--- src/hw/rtl/first_fit_heap_allocator_macros.svh ---
// assertion macros shared by the heap allocator rtl
// depends on i_clk and i_rst_n being visible in the module that uses them
`ifndef FIRST_FIT_HEAP_ALLOCATOR_MACROS_SVH
`define FIRST_FIT_HEAP_ALLOCATOR_MACROS_SVH
// checked only outside reset
`define FFHA_ASSERT_RST(lbl, prop, msg) \
    lbl: assert property (@(posedge i_clk) disable iff (!i_rst_n) prop) \
        else $error(msg);
// checked on every edge
`define FFHA_ASSERT_ALWAYS(lbl, prop, msg) \
    lbl: assert property (@(posedge i_clk) prop) else $error(msg);
`endif

--- src/hw/rtl/ffha_pkg.sv ---
// types and constants of the first-fit heap allocator
// no dependencies
`timescale 1ns / 1ps
package ffha_pkg;

    // position width: heap offset plus a header and a 16-bit size
    localparam int POS_W = 18;
    localparam int HDR_LEN = 5;
    localparam logic [15:0] MAGIC = 16'd20497;
    localparam logic [7:0] MARK_USED = 8'h59;
    localparam logic [7:0] MARK_FREE = 8'h4E;
    localparam logic [7:0] MARK_BROKEN = 8'h61;

    typedef enum logic [2:0] {
        ST_OK          = 3'd0,
        ST_TOO_LARGE   = 3'd1,
        ST_NO_MEMORY   = 3'd2,
        ST_EARLY_FREE  = 3'd3,
        ST_INVALID     = 3'd4,
        ST_DOUBLE_FREE = 3'd5,
        ST_NULL        = 3'd6
    } t_status;

    typedef enum logic [1:0] {BS_AT, BS_B, BS_OFFH} t_base;

    typedef enum logic [2:0] {
        WS_ZERO, WS_USED, WS_FREE, WS_BROKEN, WS_VLO, WS_VHI, WS_MLO, WS_MHI
    } t_wsel;

    typedef enum logic [3:0] {
        LD_NONE, LD_MARK, LD_MARK2, LD_S1LO, LD_S1HI, LD_S2LO, LD_S2HI,
        LD_MLO, LD_MHI
    } t_ld;

    typedef enum logic [3:0] {
        UP_NONE, UP_LOAD, UP_AT_NEXT, UP_B_NEXT, UP_B_SPLIT, UP_AT_B,
        UP_MG_START, UP_STEP_INC, UP_VAL_SIZE, UP_VAL_WHOLE, UP_VAL_FIRST,
        UP_VAL_SPLIT, UP_VAL_SUM
    } t_upd;

    typedef enum logic [5:0] {
        S_CLEAR, S_IDLE, S_M0, S_M1, S_M2, S_DEC,
        S_HW0, S_HW1, S_HW2, S_HW3, S_HW4, S_FA_B, S_FA_V,
        S_W0, S_W1, S_W2, S_W3, S_W4, S_SP1, S_SP2, S_SP3,
        S_F1, S_F2, S_F3, S_F4,
        S_MG0, S_MG1, S_MG2, S_MG3, S_MG4, S_MG5, S_MG6, S_MG7, S_MG8,
        S_MG9, S_MG10, S_MG11, S_FIN
    } t_state;

    typedef struct packed {
        logic    clr;
        logic    rd;
        logic    wr;
        t_base   base;
        logic [2:0] k;
        t_wsel   wsel;
        t_ld     ld;
        t_upd    upd;
        logic    fin;
        t_status st;
    } t_dp_cmd;

    typedef struct packed {
        logic clr_done;
        logic is_free;
        logic is_null;
        logic mark_used;
        logic mark_free;
        logic mark2_free;
        logic magic_ok;
        logic too_large;
        logic first_whole;
        logic size_gt_have;
        logic split_ok;
        logic at_end;
        logic b_end;
        logic off_bad;
        logic steps_done;
        logic out_free;
    } t_dp_stat;

endpackage

--- src/hw/rtl/ffha_ctrl.sv ---
// sequencer of the heap allocator: clear sweep, header walk, split and merge
// depends on ffha_pkg and the assertion macros
`timescale 1ns / 1ps
`include "first_fit_heap_allocator_macros.svh"
module ffha_ctrl import ffha_pkg::*; (
    input  logic     i_clk,
    input  logic     i_rst_n,
    input  logic     i_in_valid,
    input  t_dp_stat i_stat,
    output t_dp_cmd  o_cmd,
    output logic     o_in_ready
);
    t_state  r_state, n_state;
    t_status r_st, n_st;
    t_base   r_hbase, n_hbase;
    logic    r_hmark, n_hmark;
    logic    r_hlast, n_hlast;

    always_ff @(posedge i_clk) begin
        if (!i_rst_n) begin
            r_state <= S_CLEAR;
        end else begin
            r_state <= n_state;
        end
    end

    always_ff @(posedge i_clk) begin
        r_st <= n_st;
        r_hbase <= n_hbase;
        r_hmark <= n_hmark;
        r_hlast <= n_hlast;
    end

    // next state
    always_comb begin
        n_state = r_state;
        n_st = r_st;
        n_hbase = r_hbase;
        n_hmark = r_hmark;
        n_hlast = r_hlast;
        case (r_state)
            S_CLEAR: if (i_stat.clr_done) n_state = S_IDLE;
            S_IDLE:  if (i_in_valid) n_state = S_M0;
            S_M0:    n_state = S_M1;
            S_M1:    n_state = S_M2;
            S_M2:    n_state = S_DEC;
            S_DEC: begin
                if (i_stat.is_free) begin
                    if (!i_stat.magic_ok) begin
                        n_st = ST_EARLY_FREE;
                        n_state = S_FIN;
                    end else if (i_stat.is_null) begin
                        n_st = ST_NULL;
                        n_state = S_FIN;
                    end else if (i_stat.off_bad) begin
                        n_st = ST_INVALID;
                        n_state = S_FIN;
                    end else begin
                        n_state = S_F1;
                    end
                end else if (i_stat.too_large) begin
                    n_st = ST_TOO_LARGE;
                    n_state = S_FIN;
                end else if (!i_stat.magic_ok) begin
                    n_hbase = BS_AT;
                    n_hmark = 1'b1;
                    n_hlast = i_stat.first_whole;
                    n_state = S_HW0;
                end else begin
                    n_state = S_W0;
                end
            end
            S_HW0: n_state = S_HW1;
            S_HW1: n_state = S_HW2;
            S_HW2: n_state = S_HW3;
            S_HW3: n_state = S_HW4;
            S_HW4: begin
                if (r_hlast) begin
                    n_st = ST_OK;
                    n_state = S_FIN;
                end else begin
                    n_state = S_FA_B;
                end
            end
            S_FA_B: n_state = S_FA_V;
            S_FA_V, S_SP3: begin
                n_hbase = BS_B;
                n_hmark = 1'b0;
                n_hlast = 1'b1;
                n_state = S_HW0;
            end
            S_W0: begin
                if (i_stat.at_end) begin
                    n_st = ST_NO_MEMORY;
                    n_state = S_FIN;
                end else begin
                    n_state = S_W1;
                end
            end
            S_W1: n_state = S_W2;
            S_W2: n_state = S_W3;
            S_W3: n_state = S_W4;
            S_W4: begin
                if (i_stat.mark_used || (i_stat.mark_free && i_stat.size_gt_have)) begin
                    n_state = S_W0;
                end else if (!i_stat.mark_free) begin
                    n_st = ST_NO_MEMORY;
                    n_state = S_FIN;
                end else if (i_stat.split_ok) begin
                    n_state = S_SP1;
                end else begin
                    n_st = ST_OK;
                    n_state = S_FIN;
                end
            end
            S_SP1: n_state = S_SP2;
            S_SP2: n_state = S_SP3;
            S_F1:  n_state = S_F2;
            S_F2:  n_state = S_F3;
            S_F3:  n_state = S_F4;
            S_F4: begin
                if (!i_stat.magic_ok) begin
                    n_st = ST_INVALID;
                end else if (i_stat.mark_used) begin
                    n_st = ST_OK;
                end else begin
                    n_st = ST_DOUBLE_FREE;
                end
                n_state = S_MG0;
            end
            S_MG0: begin
                if (i_stat.at_end || i_stat.steps_done) begin
                    n_state = S_FIN;
                end else begin
                    n_state = S_MG1;
                end
            end
            S_MG1: n_state = S_MG2;
            S_MG2: n_state = S_MG3;
            S_MG3: n_state = S_MG4;
            S_MG4: begin
                if (i_stat.b_end) begin
                    n_state = S_FIN;
                end else if (!i_stat.mark_free) begin
                    n_state = S_MG0;
                end else begin
                    n_state = S_MG5;
                end
            end
            S_MG5: n_state = S_MG6;
            S_MG6: n_state = i_stat.mark2_free ? S_MG7 : S_MG0;
            S_MG7: n_state = S_MG8;
            S_MG8: n_state = S_MG9;
            S_MG9: n_state = S_MG10;
            S_MG10: n_state = S_MG11;
            S_MG11: n_state = S_MG0;
            S_FIN: if (i_stat.out_free) n_state = S_IDLE;
            default: n_state = S_IDLE;
        endcase
    end

    // datapath commands
    always_comb begin
        o_cmd = '0;
        o_in_ready = 1'b0;
        o_cmd.st = r_st;
        case (r_state)
            S_CLEAR: o_cmd.clr = 1'b1;
            S_IDLE: begin
                o_in_ready = 1'b1;
                if (i_in_valid) o_cmd.upd = UP_LOAD;
            end
            // magic of the first header
            S_M0: begin
                o_cmd.rd = 1'b1;
                o_cmd.k = 3'd3;
            end
            S_M1: begin
                o_cmd.ld = LD_MLO;
                o_cmd.rd = 1'b1;
                o_cmd.k = 3'd4;
            end
            S_M2: o_cmd.ld = LD_MHI;
            S_DEC: begin
                if (i_stat.is_free) begin
                    o_cmd.rd = 1'b1;
                    o_cmd.base = BS_OFFH;
                    o_cmd.k = 3'd3;
                end else if (i_stat.first_whole) begin
                    o_cmd.upd = UP_VAL_WHOLE;
                end else begin
                    o_cmd.upd = UP_VAL_SIZE;
                end
            end
            // five-byte header write
            S_HW0: begin
                o_cmd.wr = 1'b1;
                o_cmd.base = r_hbase;
                o_cmd.wsel = r_hmark ? WS_USED : WS_FREE;
            end
            S_HW1: begin
                o_cmd.wr = 1'b1;
                o_cmd.base = r_hbase;
                o_cmd.k = 3'd1;
                o_cmd.wsel = WS_VLO;
            end
            S_HW2: begin
                o_cmd.wr = 1'b1;
                o_cmd.base = r_hbase;
                o_cmd.k = 3'd2;
                o_cmd.wsel = WS_VHI;
            end
            S_HW3: begin
                o_cmd.wr = 1'b1;
                o_cmd.base = r_hbase;
                o_cmd.k = 3'd3;
                o_cmd.wsel = WS_MLO;
            end
            S_HW4: begin
                o_cmd.wr = 1'b1;
                o_cmd.base = r_hbase;
                o_cmd.k = 3'd4;
                o_cmd.wsel = WS_MHI;
            end
            S_FA_B: o_cmd.upd = UP_B_SPLIT;
            S_FA_V: o_cmd.upd = UP_VAL_FIRST;
            // first-fit header walk
            S_W0: o_cmd.rd = !i_stat.at_end;
            S_W1: begin
                o_cmd.ld = LD_MARK;
                o_cmd.rd = 1'b1;
                o_cmd.k = 3'd1;
            end
            S_W2: begin
                o_cmd.ld = LD_S1LO;
                o_cmd.rd = 1'b1;
                o_cmd.k = 3'd2;
            end
            S_W3: o_cmd.ld = LD_S1HI;
            S_W4: begin
                if (i_stat.mark_used || (i_stat.mark_free && i_stat.size_gt_have)) begin
                    o_cmd.upd = UP_AT_NEXT;
                end else if (i_stat.mark_free) begin
                    o_cmd.wr = 1'b1;
                    o_cmd.wsel = WS_USED;
                    if (i_stat.split_ok) o_cmd.upd = UP_VAL_SIZE;
                end
            end
            // split: shrink the granted block
            S_SP1: begin
                o_cmd.wr = 1'b1;
                o_cmd.k = 3'd1;
                o_cmd.wsel = WS_VLO;
            end
            S_SP2: begin
                o_cmd.wr = 1'b1;
                o_cmd.k = 3'd2;
                o_cmd.wsel = WS_VHI;
                o_cmd.upd = UP_B_SPLIT;
            end
            S_SP3: o_cmd.upd = UP_VAL_SPLIT;
            // free: check magic and in-use mark
            S_F1: begin
                o_cmd.ld = LD_MLO;
                o_cmd.rd = 1'b1;
                o_cmd.base = BS_OFFH;
                o_cmd.k = 3'd4;
            end
            S_F2: begin
                o_cmd.ld = LD_MHI;
                o_cmd.rd = 1'b1;
                o_cmd.base = BS_OFFH;
            end
            S_F3: o_cmd.ld = LD_MARK;
            S_F4: begin
                o_cmd.upd = UP_MG_START;
                if (i_stat.magic_ok && i_stat.mark_used) begin
                    o_cmd.wr = 1'b1;
                    o_cmd.base = BS_OFFH;
                    o_cmd.wsel = WS_FREE;
                end
            end
            // merge pass over header pairs
            S_MG0: begin
                if (!(i_stat.at_end || i_stat.steps_done)) begin
                    o_cmd.rd = 1'b1;
                    o_cmd.k = 3'd1;
                    o_cmd.upd = UP_STEP_INC;
                end
            end
            S_MG1: begin
                o_cmd.ld = LD_S1LO;
                o_cmd.rd = 1'b1;
                o_cmd.k = 3'd2;
            end
            S_MG2: begin
                o_cmd.ld = LD_S1HI;
                o_cmd.rd = 1'b1;
            end
            S_MG3: begin
                o_cmd.ld = LD_MARK;
                o_cmd.upd = UP_B_NEXT;
            end
            S_MG4: begin
                if (!i_stat.b_end) begin
                    if (i_stat.mark_free) begin
                        o_cmd.rd = 1'b1;
                        o_cmd.base = BS_B;
                    end else begin
                        o_cmd.upd = UP_AT_B;
                    end
                end
            end
            S_MG5: o_cmd.ld = LD_MARK2;
            S_MG6: begin
                if (i_stat.mark2_free) begin
                    o_cmd.rd = 1'b1;
                    o_cmd.base = BS_B;
                    o_cmd.k = 3'd1;
                end else begin
                    o_cmd.upd = UP_AT_B;
                end
            end
            S_MG7: begin
                o_cmd.ld = LD_S2LO;
                o_cmd.rd = 1'b1;
                o_cmd.base = BS_B;
                o_cmd.k = 3'd2;
            end
            S_MG8: o_cmd.ld = LD_S2HI;
            S_MG9: begin
                o_cmd.wr = 1'b1;
                o_cmd.base = BS_B;
                o_cmd.k = 3'd4;
                o_cmd.wsel = WS_BROKEN;
                o_cmd.upd = UP_VAL_SUM;
            end
            S_MG10: begin
                o_cmd.wr = 1'b1;
                o_cmd.k = 3'd1;
                o_cmd.wsel = WS_VLO;
            end
            S_MG11: begin
                o_cmd.wr = 1'b1;
                o_cmd.k = 3'd2;
                o_cmd.wsel = WS_VHI;
            end
            S_FIN: o_cmd.fin = i_stat.out_free;
            default: ;
        endcase
    end

    // the clearing sweep runs to its end before any request
    `FFHA_ASSERT_RST(a_clear_holds, (r_state == S_CLEAR && !i_stat.clr_done) |=> (r_state == S_CLEAR), "clear sweep cut short")
    // the heap is never written while waiting for a request
    `FFHA_ASSERT_RST(a_idle_no_wr, (r_state == S_IDLE) |-> !o_cmd.wr, "write while idle")
    // a finished result waits until the output slot frees
    `FFHA_ASSERT_RST(a_fin_wait, (r_state == S_FIN && !i_stat.out_free) |=> (r_state == S_FIN), "result dropped")
endmodule

--- config.mk ---
export PLATFORM = sky130hd
export DESIGN_NAME = ffha_ctrl
export DESIGN_NICKNAME = d
export VERILOG_FILES = /design/src/hw/rtl/ffha_pkg.sv /design/src/hw/rtl/ffha_ctrl.sv
export VERILOG_INCLUDE_DIRS = /design/src /design/src/hw/rtl
export SDC_FILE = /design/constraint.sdc
export NUM_CORES = 1
export LEC_CHECK = 0
export ABC_AREA = 1
export BUFFER_PORTS_ARGS = -buffer_cell sky130_fd_sc_hd__buf_2
export CELL_PAD_IN_SITES_DETAIL_PLACEMENT = 0
export CELL_PAD_IN_SITES_GLOBAL_PLACEMENT = 1
export CORE_ASPECT_RATIO = 1.75
export CORE_MARGIN = 10
export CORE_UTILIZATION = 36
export DETAILED_ROUTE_END_ITERATION = 12
export PLACE_DENSITY_LB_ADDON = 0.1
export SETUP_SLACK_MARGIN = 0.05
export SYNTH_ARGS = -nofsm -noshare
export SYNTH_HDL_FRONTEND = slang
export SYNTH_SLANG_ARGS = --single-unit
export TNS_END_PERCENT = 30
--- constraint.sdc ---
create_clock -name i_clk -period 2 [get_ports i_clk]
set_input_delay 0.3 -clock i_clk [delete_from_list [all_inputs] [get_ports i_clk]]
set_output_delay 0.3 -clock i_clk [all_outputs]
set_load 0.01 [all_outputs]
Word-level counts from Yosys, hierarchy flattened
Index checks and enable logic that the tools add are counted.
{"block": "classes", "n_eq_ne": 49, "mux": 80, "n_reduce_logical": 30}
{"op": "$pmux W6 S36", "n": 1}
{"op": "$eq A6 B5 Y1 const B", "n": 16}
{"op": "$mux W6", "n": 16}
{"op": "$mux W3", "n": 18}
{"op": "$eq A6 B4 Y1 const B", "n": 8}
{"op": "$pmux W4 S12", "n": 1}
{"op": "$eq A6 B6 Y1 const B", "n": 6}
{"op": "$pmux W4 S8", "n": 1}
{"op": "$eq A6 B3 Y1 const B", "n": 4}
{"op": "$mux W4", "n": 6}
{"op": "$pmux W3 S8", "n": 1}
{"op": "$mux W1", "n": 22}
{"op": "$pmux W3 S7", "n": 1}
{"op": "$reduce_or A2 Y1", "n": 10}
{"op": "$ne A2 B2 Y1 const B", "n": 9}
{"op": "$pmux W3 S5", "n": 1}
{"op": "$pmux W2 S7", "n": 1}
{"op": "$eq A6 B2 Y1 const B", "n": 2}
{"op": "$mux W2", "n": 5}
{"op": "$reduce_or A10 Y1", "n": 1}
{"op": "$reduce_or A3 Y1", "n": 3}
{"op": "$reduce_or A9 Y1", "n": 1}
{"op": "$reduce_or A4 Y1", "n": 2}
{"op": "$reduce_and A7 Y1", "n": 1}
{"op": "18 further kinds", "n": 22}
{"block": "word_totals", "regBits": 13, "out_inout_bits": 24}

Depth between registers and ports, before layout
{"block": "logic_depth", "word_depth": 5, "depth_mapped": 12, "depth_no_buf": 12}

Worst setup path after synthesis
No wires, ideal clock.
{"block": "synth_path", "path_kind": "register to output", "start": "register r_state[2]", "end": "output port o_cmd[20] (netlist name)", "arrival_time_ps": 1450, "path_slack_ps": 250, "path_stages_with_launch": 8, "path_buffers": 1, "path_cell_list": "dfxtp_1 > nor2_1 > buf_6 > nand3_2 > nand3_1 > or3_1 > nor2_1 > nand3_1"}
{"item": "from (decl)", "line_no": "ffha_ctrl.sv:13", "source": "t_state r_state, n_state;"}
{"item": "from (signal assigned)", "line_no": "ffha_ctrl.sv:23", "source": "r_state <= n_state;"}
{"item": "to (decl)", "line_no": "ffha_ctrl.sv:10", "source": "output t_dp_cmd o_cmd,"}

==> impl_metrics.yaml <==
timing:
  timing.final.crit_period_ps: 2050
  worst_slack_ps: -54.5
  rsz0062_at_grt: "true"
  post-route-period-util_pct: 103
  fin_setup_tns_ps: -228
  worst_pin_slew_ps: 408
  drv_slew: 0
  hold_viol_final: 0
  finalClockSkew_ps: 3.94
  max_freq_ghz: 0.487
  max-slew-margin-rel_pct: 72.5
  setup_violations: 8
detailed_routing:
  routed-wl-met3_um: 509
  drc: 0
  drt_iter0_drc: 234
  ant_nets: 0
  route.vias.total: 2541
  firstDrtPassIters: 5
  met2WireLength_um: 4310
  via_per_inst: 5.60
  drt-wirelength-per-cell_um: 18.2
  top_layer_used: "met4"
  wl_met1_um: 2960
  finalWirelength_um: 8260
yosys:
  async_flop_share_pct: 0
  synth_ff_type: "edfxtp_1"
  ys_seq_area_share_pct: 17.5
  synth_cells: 307
  ys_types: 32
  synthTopCellsByArea: "nand2_1 (17%), nand3_1 (13%), nor2_1 (11%), edfxtp_1 (11%), inv_1 (8.1%)"
  synth_nets: 326
  syn_avg_cell_area_um2: 5.58
  synth.yosys.warnings: 0
  ys_ff_latch: 12
  synth_edf_count: 6
  synth_top_area_share_pct: 17.1
  synth_top_area_cell: "nand2_1"
  synth_area_um2: 1710
pwr:
  leakage_uw: 0.00158
  p_comb_share_pct: 62.5
  intPower_uw: 886
  p_seq_share_pct: 20.8
  switching_share_pct: 48.2
  ir_drop_mv: 0.438
  clkPwrFrac_pct: 16.6
  p_sw_uw: 823
  powerDensity_nw_per_um2: 634
final_layout:
  fill_cells: 495
  final_cell_mix: "nand2_1 (68), nor2_1 (45), buf_4 (43)"
  ff_latch_area_um2: 323
  layout_commonest_cell: "nand2_1"
  multiInputGateArea_um2: 1450
  syn_to_final_growth_pct: 57.3
  drive_gt1_share_pct: 41.5
  diodes: 0
  layout.nets: 422
worst_setup_path:
  regToRegStartpoint: "r_state[4]"
  arrival_ps: 1750
  rrSetupSlack_ps: 100
  startpoint_type: "flop"
  cp.required_ps: 1700
  endpoint: "o_cmd[20]"
  crit_fanout: 6
  path_class: "flop to output port"
  reg2reg_depth: 13
  end_kind: "output port"
  worstSetupStartpoint: "r_state[2]"
  worst_r2r_endpoint: "r_state[2]"
outcome:
  status: "finished, violations left"
  violations: "setup timing"
clock_tree:
  cts_sinks: 12
  cts_buffers: 3
  htreeDepth: 1
  cts_tree: "yes"
  clock_path_buffers: 2
  root_buffer: "clkbuf_8"
  clk_latency_ps: 250
  path_clk_slew_ps: 60
placement:
  hpwl_um: 6620
  place_ws_ps: -8.76
  place_congestion: 0.961
  port_buffers: 42
run:
  drv_cap: 0
global_route:
  grt.total_usage_pct: 19.7
  grt_max_degree: 16
  antenna_found_initial: 0
  grt_overflow: 0
  grt_pass1_vias: 2485
  grt_pass1_wl_um: 12600
hold_path:
  worstHoldPathType: "input pin to flop"
  worstHoldPathCells: 3
floorplan:
  die-area_um2: 8030
  dieHeight_um: 111
  rows: 33
  core_um2: 4670
  io_pins: 43
  start_util_pct: 36.7
  die_w_um: 72.2
-- logic make-up after synthesis --
family	Yosys count	synth area share (%)
flip-flops	12	17.5
AND/OR/NAND/NOR	224	61.8
buffers and inverters	44	10.9
AO/OA/AOI/OAI	27	9.71
-- layout make-up --
type,instances,share of cell area (%)
Clock buffer,4,2.04
Inverter,40,5.66
Multi-Input combinational cell,252,53.7
Sequential cell,12,12.0
Tap cell,52,2.41
Timing Repair Buffer,94,24.2
-- worst max-delay path, cell delays in order, from the launching register on --
cell and delay [ps]:
dfxtp_4 370, buf_6 100, nor2_4 70, buf_6 130
nand3_4 60, nand3_2 100, or3_4 400, nor2_4 80
nand3_1 60, buf_2 140
-- synth_stat cells (2+ instances only) --
cell type and instances:
nand3_1 45, inv_2 3, inv_1 37, edfxtp_1 6, nor2_4 5, nor2_1 52, nand2_2 2, o21ai_0 8
a211o_1 2, nand3b_1 3, nand2_1 78, nor3_1 8, dfxtp_1 6, nand4_1 11, o211ai_1 4, nor3b_1 2
nor2_2 8, a21oi_1 8, buf_4 2, nand3_2 3, buf_6 2, or2_2 2
-- worst min path at each step --
stage	start	end	slack (ps)
2_1_floorplan	i_rst_n	r_state[2]	400
3_3_place_gp	i_rst_n	r_state[2]	500
3_5_place_dp	i_rst_n	r_state[2]	510
4_1_cts	i_rst_n	r_state[2]	250
5_1_grt	i_rst_n	r_state[2]	270
6_report	i_rst_n	r_state[2]	250
-- layer usage --
metal,GRT usage [%],vias to the layer above
li1,-,1212
met2,34.2,131
met3,3.67,37
met4,11.3,0
met5,0,-
met1,21.0,1161
-- flip-flops by register name, summed over array words and instances, names as in the netlist --
| register | flops |
|---|---|
| r_state | 6 |
| r_st | 3 |
| r_hbase | 1 |
| r_hlast | 1 |
| r_hmark | 1 |
-- what timing repair did --
action | in CTS | in global routing
setup buffers | 11 | 9
gates cloned | 1 | 0
pin swaps | 11 | 13
endpoints found under the setup margin | 21 | 23
gates resized for setup | 48 | 26
hold buffers | 0 | 0
-- stage by stage --
step	power, µW	hold slack (ps)	cell area [µm²]	utilization [%]	instances
finish	1710	245	2700	57.8	454
global route	1800	267	2700	57.8	454
CTS	1630	248	2520	54.0	445
detailed placement	1190	506	2220	47.5	429
global placement	1190	496	2220	47.5	429
floorplan	845	398	1710	-	307
-- power groups by stage --
stage / logic (µW) / registers (µW) / clock network, µW
floorplan: 518 / 327 / 0
global placement: 869 / 324 / 0
detailed placement: 862 / 326 / 0
CTS: 993 / 353 / 286
global route: 1150 / 362 / 293
finish: 1070 / 356 / 285
(Power assumes the default switching activity.)
